--- src/rtl/lbkv_pkg.sv ---
`timescale 1ns / 1ps
`default_nettype none
package lbkv_pkg;

	localparam int ENTRIES    = 16;
	localparam int KEY_BITS   = 64;
	localparam int VALUE_BITS = 64;
	localparam int IDX_W      = $clog2(ENTRIES);
	localparam int CNT_W      = $clog2(ENTRIES + 1);

	localparam logic [1:0] CMD_SET    = 2'd0;
	localparam logic [1:0] CMD_REMOVE = 2'd1;
	localparam logic [1:0] CMD_LOOKUP = 2'd2;

	localparam logic [4:0] CAPACITY_RESET = 5'd16;

	typedef struct packed {
		logic [1:0]  command;
		logic [63:0] key;
		logic [63:0] new_value;
	} req_t;

	typedef struct packed {
		logic        found;
		logic [63:0] stored_value;
		logic [4:0]  evictions;
	} rsp_t;

	typedef enum logic [2:0] {
		ST_IDLE  = 3'b001,
		ST_SCAN  = 3'b010,
		ST_APPLY = 3'b100
	} state_t;

	typedef enum logic [1:0] {
		MODE_HOLD,
		MODE_FRONT,
		MODE_INSERT,
		MODE_REMOVE
	} cell_mode_t;

	typedef struct packed {
		logic                  valid;
		logic [KEY_BITS-1:0]   key;
		logic [VALUE_BITS-1:0] value;
	} cell_data_t;

	typedef struct packed {
		logic                  pfx;
		logic [VALUE_BITS-1:0] pass;
	} cell_wave_t;

	typedef struct packed {
		cell_mode_t            mode;
		logic                  clr;
		logic                  scan;
		logic [KEY_BITS-1:0]   key;
		logic [VALUE_BITS-1:0] value;
		logic [CNT_W-1:0]      new_count;
	} cell_ctrl_t;

endpackage
`default_nettype wire

--- src/rtl/lbkv_cell.sv ---
`timescale 1ns / 1ps
`default_nettype none
module lbkv_cell (
	input  wire logic                      clk,
	input  wire logic                      arst_n,
	input  wire logic [lbkv_pkg::IDX_W-1:0] idx,
	input  wire lbkv_pkg::cell_ctrl_t       ctrl,
	input  wire lbkv_pkg::cell_data_t       prev_data,
	input  wire lbkv_pkg::cell_wave_t       prev_wave,
	input  wire lbkv_pkg::cell_data_t       next_data,
	output lbkv_pkg::cell_data_t            data,
	output lbkv_pkg::cell_wave_t            wave
);

	logic                              valid_q;
	logic [lbkv_pkg::KEY_BITS-1:0]     key_q;
	logic [lbkv_pkg::VALUE_BITS-1:0]   value_q;
	logic                              pfx_q;
	logic [lbkv_pkg::VALUE_BITS-1:0]   pass_q;
	logic                              match;
	logic                              head;
	lbkv_pkg::cell_data_t              cur;
	lbkv_pkg::cell_data_t              nxt;

	assign cur   = '{valid: valid_q, key: key_q, value: value_q};
	assign match = valid_q && (key_q == ctrl.key);
	assign head  = (idx == '0);

	always_comb begin
		nxt = cur;
		case (ctrl.mode)
			lbkv_pkg::MODE_HOLD: nxt = cur;
			lbkv_pkg::MODE_FRONT: begin
				if (head) begin
					nxt = '{valid: 1'b1, key: ctrl.key, value: ctrl.value};
				end else if (!prev_wave.pfx) begin
					nxt = prev_data;
				end
			end
			lbkv_pkg::MODE_INSERT: begin
				if (head) begin
					nxt = '{valid: 1'b1, key: ctrl.key, value: ctrl.value};
				end else begin
					nxt       = prev_data;
					nxt.valid = prev_data.valid && (lbkv_pkg::CNT_W'(idx) < ctrl.new_count);
				end
			end
			lbkv_pkg::MODE_REMOVE: begin
				if (pfx_q) begin
					nxt = next_data;
				end
			end
			default: nxt = cur;
		endcase
	end

	always_ff @(posedge clk or negedge arst_n) begin
		if (!arst_n) begin
			valid_q <= 1'b0;
			pfx_q   <= 1'b0;
		end else begin
			valid_q <= nxt.valid;
			if (ctrl.clr) begin
				pfx_q <= 1'b0;
			end else if (ctrl.scan) begin
				pfx_q <= prev_wave.pfx | match;
			end
		end
	end

	always_ff @(posedge clk) begin
		key_q   <= nxt.key;
		value_q <= nxt.value;
		if (ctrl.scan) begin
			pass_q <= match ? value_q : prev_wave.pass;
		end
	end

	assign data = cur;
	assign wave = '{pfx: pfx_q, pass: pass_q};

endmodule
`default_nettype wire

--- config.mk ---
export PLATFORM = sky130hd
export DESIGN_NAME = lbkv_cell
export DESIGN_NICKNAME = d
export VERILOG_FILES = /design/src/rtl/lbkv_pkg.sv /design/src/rtl/lbkv_cell.sv
export SDC_FILE = /design/constraint.sdc
export NUM_CORES = 1
export LEC_CHECK = 0
export BUFFER_PORTS_ARGS = -buffer_cell sky130_fd_sc_hd__clkbuf_2
export CAP_MARGIN = 20
export CORE_AREA = 8 8 252 254
export CTS_CLUSTER_SIZE = 8
export DETAILED_ROUTE_END_ITERATION = 10
export DIE_AREA = 0 0 260 262
export PLACE_DENSITY_LB_ADDON = 0.15
export SETUP_SLACK_MARGIN = 0.2
export SYNTH_ARGS = -nofsm -noshare
export SYNTH_HDL_FRONTEND = slang
export SYNTH_SLANG_ARGS = --single-unit
export TNS_END_PERCENT = 30
--- constraint.sdc ---
create_clock -name clk -period 4.3 [get_ports clk]
set_clock_uncertainty 0.05 [all_clocks]
set_input_delay 0.43 -clock clk [delete_from_list [all_inputs] [get_ports clk]]
set_output_delay 0.43 -clock clk [all_outputs]
set_load 0.02 [all_outputs]
==> qor.yml, run 1 <==
synth:
  synthArstFlopShare_pct: 1.03
  netlist_area_sq_um: 9990
  ys.flop_type: "edfxtp_1"
  synth.distinct_cells: 37
  ys_seq_elements: 194
  syn_area_per_cell_sq_um: 10.4
  yosysMostFrequentCell: "nand2_1"
  yosysWarnings: 0
  synth_edf_count: 192
  yosys-top-cells-count: "nand2_1, edfxtp_1, nor2_1"
  syn_inst: 965
  yosysTopAreaCell: "edfxtp_1"
  ys_top_cells_by_area: "edfxtp_1, nand2_1, a31oi_1"
  synth.top_cell.area_share_pct: 57.7
  ys_seq_area_share_pct: 58.2
  syn_nets: 1434
cells_and_area:
  nNetsFinal: 2063
  regArea_sq_um: 5820
  nFillCells: 6577
  drive_gt1_share_pct: 45.2
  multi_input_area_sq_um: 3850
  final_util_pct: 24.8
  instances_no_fill: 2390
  final_area_sq_um: 14800
  area_delta_synth_final_pct: 48.1
timing:
  worst_slack_ns: 1.11
  period_share_pct: 74.2
  worst_pin_slew_ns: 0.945
  fmax_ghz: 0.313
  rsz0062_at_grt: "false"
  slew_headroom_pct: 37.0
  fin_setup_tns_ns: 0
  whs_ns: 0.124
  hold_viol_final: 0
  setup_viol: 0
  period_minus_slack_ns: 3.19
  finalMaxSlewViolations: 0
global_route:
  grt-ovfl-total: 0
  grt_usage_pct: 14.2
  grtUsageMet1_pct: 14.9
  grt_pass1_wl_mm: 70.6
  grt-busiest-layer: "met2"
  grt_pass1_vias: 10400
  antenna_found_initial: 2
  grtUsageMet2_pct: 25.9
  grt_max_degree: 130
  grtUsageMet3_pct: 5.90
worst_hold_path:
  hold_end: "pfx_q"
  hp-class: "in -> reg"
  hp-start: "ctrl[134]"
  hold_depth: 3
route:
  drtIter0Drc: 419
  first_pass_iters: 5
  drc: 0
  vias: 9886
  wl_per_cell_microns: 21.2
  vias_per_cell: 4.14
  drtAntennaViolNets: 0
  wirelength_mm: 50.6
floorplan:
  num_io_pins: 660
  die_x_microns: 260
  start_util_pct: 16.8
  die_area_sq_um: 68100
  die_h_microns: 262
  rows: 90
  core_sq_um: 59600
place:
  dpl_worst_slack_ns: 0.863
  place_area_sq_um: 14200
  dp.cells: 2356
  port_buffers: 659
  place_congestion: 0.852
  dp_hpwl_mm: 40.8
pwr:
  p_leak_nw: 6.62
  powerDensity_nw_per_um2: 348
  finalPower_mw: 5.14
  peakVddDrop_mv: 0.301
critical_path:
  worst_path_max_delay_cell: "nor4_2"
  cp_slowest_stage_delay_ns: 0.43
  path_buf_inv: 1
  r2r_end: "pass_q[51]"
  crit_path_frequent_cell: "nand4_1"
  crit_path_max_fanout: 65
  path_cells: "xnor2_1 > nand4_1 > nor4_1 > nand4_1 > nor4_2 > buf_12 > mux2_1"
  critPathArrivalTime_ns: 3.38
  r2r_start: "key_q[2]"
  reg2reg_slack_ns: 1.11
  path_class: "reg -> reg"
  crit_family: "simple AND/OR/NAND/NOR gates"
  critPathLaunchType: "flip-flop"
  cp.required_ns: 4.49
  end_kind: "flip-flop"
  r2r_cells: 7
clocking:
  cts_buffers: 17
  cts_tree: "done"
  cts_buffer_depth: 2
  clock-sinks: 194
  htreeDepth: 4
  clk_pin_slew_ns: 0.08
  clk_latency_ns: 0.49
  clockRootBuffer: "clkbuf_16"
job:
  maxCapViolCount: 0
run_status:
  status: "completed"
[repair_timing]
action,in CTS,in global routing
buffers inserted,0,0
resized for setup,0,0
hold buffers,1,0
endpoints found under the hold margin,2,0
[per-layer routing]
metal / routed length (microns) / share of wire, %
met5: 27 / 0.053
met4: 700 / 1.4
met3: 5130 / 10
met2: 26400 / 52
met1: 18300 / 36
[worst max path at each step]
stage | cells past startpoint | end | startpoint
floorplan | 6 | valid_q | idx[1]
global placement | 8 | pass_q[63] | ctrl[115]
detailed placement | 8 | pass_q[63] | ctrl[71]
CTS | 7 | pass_q[0] | key_q[2]
global route | 7 | pass_q[45] | key_q[2]
finish | 7 | pass_q[51] | key_q[2]
[tightest hold or removal path, delay by kind of cell]
family | cells | cell delay (ns)
buffers and inverters | 1 | 0.07
AOI/OAI and AO/OA | 1 | 0.09
and+or+nand+nor | 1 | 0.04
[logic make-up after synthesis]
logic type               count (synthesis)  synth area share [%]
XOR/XNOR                                49                  4.29
multiplexers                            64                  7.21
adder cells (fa/ha/maj)                  3                 0.376
AO/OA/AOI/OAI                          155                  9.86
buffers and inverters                   82                  3.58
AND/OR/NAND/NOR                        418                  16.5
flip-flops                             194                  58.2
[state kept, by name (all words and copies together) (netlist names)]
| register | count |
|---|---|
| valid_q | 1 |
| key_q | 64 |
| pass_q | 64 |
| value_q | 64 |
| pfx_q | 1 |
[where the power goes]
part | switching [mW] | total [mW] | leakage [nW] | internal [mW]
Sequential | 0.0962 | 2.39 | 1.89 | 2.29
Clock | 0.893 | 1.67 | 0.291 | 0.779
Combinational | 0.673 | 1.08 | 4.43 | 0.411
Total | 1.66 | 5.14 | 6.62 | 3.48
[final cells by class]
type                            count  area share (%)
Inverter                           17           0.431
Sequential cell                   194            39.3
Antenna cell                        1          0.0169
Clock buffer                       17            2.87
Tap cell                          782            6.61
Timing Repair Buffer              675            23.6
Clock inverter                     15            1.11
Multi-Input combinational cell    689            26.0
[cell usage in the layout (no fill, tap or decap), types with 6 or more instances in the layout]
| master | n |
|---|---|
| nor2_1 | 131 |
| a31oi_1 | 123 |
| clkbuf_2 | 658 |
| o21ai_0 | 7 |
| nor4_1 | 6 |
| mux2_2 | 15 |
| buf_12 | 6 |
| nand4_1 | 10 |
| nand2_1 | 254 |
| xnor2_1 | 35 |
| edfxtp_1 | 192 |
| buf_4 | 9 |
| inv_1 | 17 |
| mux2_1 | 49 |
| a21oi_1 | 8 |
| clkbuf_16 | 17 |
| xor2_1 | 14 |
| nand2b_1 | 8 |
(Power assumes the default switching activity.)
==> run 2, diff against run 1 <==
==> constraint.sdc (replaced) <==
create_clock -name clk -period 2.69 [get_ports clk]
set_clock_uncertainty 0.05 [all_clocks]
set_input_delay 0.269 -clock clk [delete_from_list [all_inputs] [get_ports clk]]
set_output_delay 0.269 -clock clk [all_outputs]
set_load 0.02 [all_outputs]
==> qor.yml, run 2 (synthesis results as in run 1) <==
run_status:
  violations: "setup timing"
  status: "finished with violations"
critical_path:
  end_kind: "flip-flop"
  crit_family: "buffers and inverters"
  reg2reg_slack_ns: -0.15
  startpoint: "key_q[0]"
  cp.required_ns: 2.88
  cp_slowest_stage_delay_ns: 0.46
  path_buf_inv: 5
  path_cells: "xnor2_2 > buf_4 > nand4_1 > nor4_2 > buf_4 > nand4_1 > nor4_2 > buf_6 > buf_12 > buf_12 > mux2_4"
  critPathArrivalTime_ns: 3.02
  crit_path_max_fanout: 8
  path_class: "reg -> reg"
  r2r_start: "key_q[0]"
  worst_path_max_delay_cell: "edfxtp_1"
  critPathLaunchType: "flip-flop"
cells_and_area:
  final_area_sq_um: 16100
  nFillCells: 6456
  nNetsFinal: 2167
  most-common-layout-cells: "clkbuf_2, nand2_1, edfxtp_1"
  instances_no_fill: 2493
  multi_input_area_sq_um: 4030
  area_delta_synth_final_pct: 61.0
  num_antenna_cells: 0
  final_util_pct: 27.0
  regArea_sq_um: 5820
  drive_gt1_share_pct: 46.4
  final_common_cell: "clkbuf_2"
  reg_top3: "key_q (64), pass_q (64), value_q (64)"
global_route:
  grt-ovfl-total: 0
  grtUsageMet3_pct: 5.45
  grt-busiest-layer: "met2"
  grt_max_degree: 135
  grt_pass1_wl_mm: 73.6
  grtUsageMet1_pct: 16.2
  grt_pass1_vias: 10900
  grtUsageMet2_pct: 26.5
  grt_usage_pct: 14.8
  antenna_found_initial: 2
clocking:
  clock-sinks: 194
  clk_pin_slew_ns: 0.08
  htreeDepth: 4
  cts_buffers: 17
  cts_buffer_depth: 2
  clockRootBuffer: "clkbuf_16"
  clk_latency_ns: 0.49
  cts_tree: "done"
pwr:
  powerDensity_nw_per_um2: 518
  peakVddDrop_mv: 0.491
  p_leak_nw: 7.25
  finalPower_mw: 8.34
floorplan:
  core_sq_um: 59600
  die_h_microns: 262
  num_io_pins: 660
  rows: 90
  die_area_sq_um: 68100
  start_util_pct: 16.8
  die_x_microns: 260
timing:
  rsz0062_at_grt: "true"
  slew_headroom_pct: 50.7
  fin_setup_tns_ns: -6.66
  hold_viol_final: 0
  worst_pin_slew_ns: 0.740
  period_share_pct: 105
  fmax_ghz: 0.353
  period_minus_slack_ns: 2.84
  worst_slack_ns: -0.146
  whs_ns: 0.0342
  setup_viol: 64
  finalMaxSlewViolations: 0
route:
  wirelength_mm: 52.5
  drc: 0
  wl_per_cell_microns: 21.1
  first_pass_iters: 5
  drtIter0Drc: 465
  vias_per_cell: 4.09
  vias: 10200
  drtAntennaViolNets: 0
place:
  dp.cells: 2389
  dp_hpwl_mm: 42.2
  port_buffers: 659
  place_area_sq_um: 14500
  place_congestion: 0.829
  dpl_worst_slack_ns: -0.482
worst_hold_path:
  hp-class: "in -> reg"
  hp-start: "prev_wave[64]"
job:
  maxCapViolCount: 0
[run 2: changes by cell type in the layout (fill, tap and decap cells not counted), sizes merged]
cell	before	now
clkinv	9	4
clkinvlp	0	5
buf	16	57
dlygate4sd3	1	64
diode	1	0
[run 2: worst register-to-register path: cells and delay by family, from the launching register on]
family / cells / cell delay [ns]
buffers and inverters: 5 / 0.80
AND/OR/NAND/NOR: 4 / 0.71
flip-flops: 1 / 0.46
multiplexers: 1 / 0.31
XOR/XNOR: 1 / 0.27
[run 2: final timing paths]
kind	cells past startpoint	to
max in group asynchronous	2	valid_q
worst max register to register	11	pass_q[17]
min in group asynchronous	2	pfx_q
worst min register to register	1	pass_q[18]
worst max-delay path	11	pass_q[17]
worst min-delay path	2	pfx_q
[run 2: per-layer routing]
metal	wire, microns	up-vias	part of all wire, %
met2	26900	468	51
li1	-	4903	-
met1	20100	4797	38
met3	4670	37	8.9
met5	13	-	0.025
met4	830	2	1.6
[run 2: cell type report]
| cell class | instances | share of cell area (%) |
|---|---|---|
| flip-flops and latches | 194 | 36.1 |
| well taps | 782 | 6.08 |
| multi-input cells | 689 | 25.1 |
| inverters | 17 | 0.397 |
| clock inverters | 15 | 0.910 |
| clock buffers | 17 | 2.64 |
| repair buffers | 779 | 28.7 |
[run 2: what timing repair did]
item | in CTS | in global routing
pin swaps | 5 | 1
endpoints found under the hold margin | 65 | 0
gates resized for setup | 42 | 9
buffers inserted | 5 | 0
hold buffers | 64 | 0
endpoints found under the setup margin | 65 | 65
gates cloned | 3 | 0
[run 2: power by group]
group	leakage [nW]	switching (mW)	internal (mW)
combinational	5.09	1.12	0.792
sequential	1.89	0.155	3.66
clock	0.266	1.38	1.23
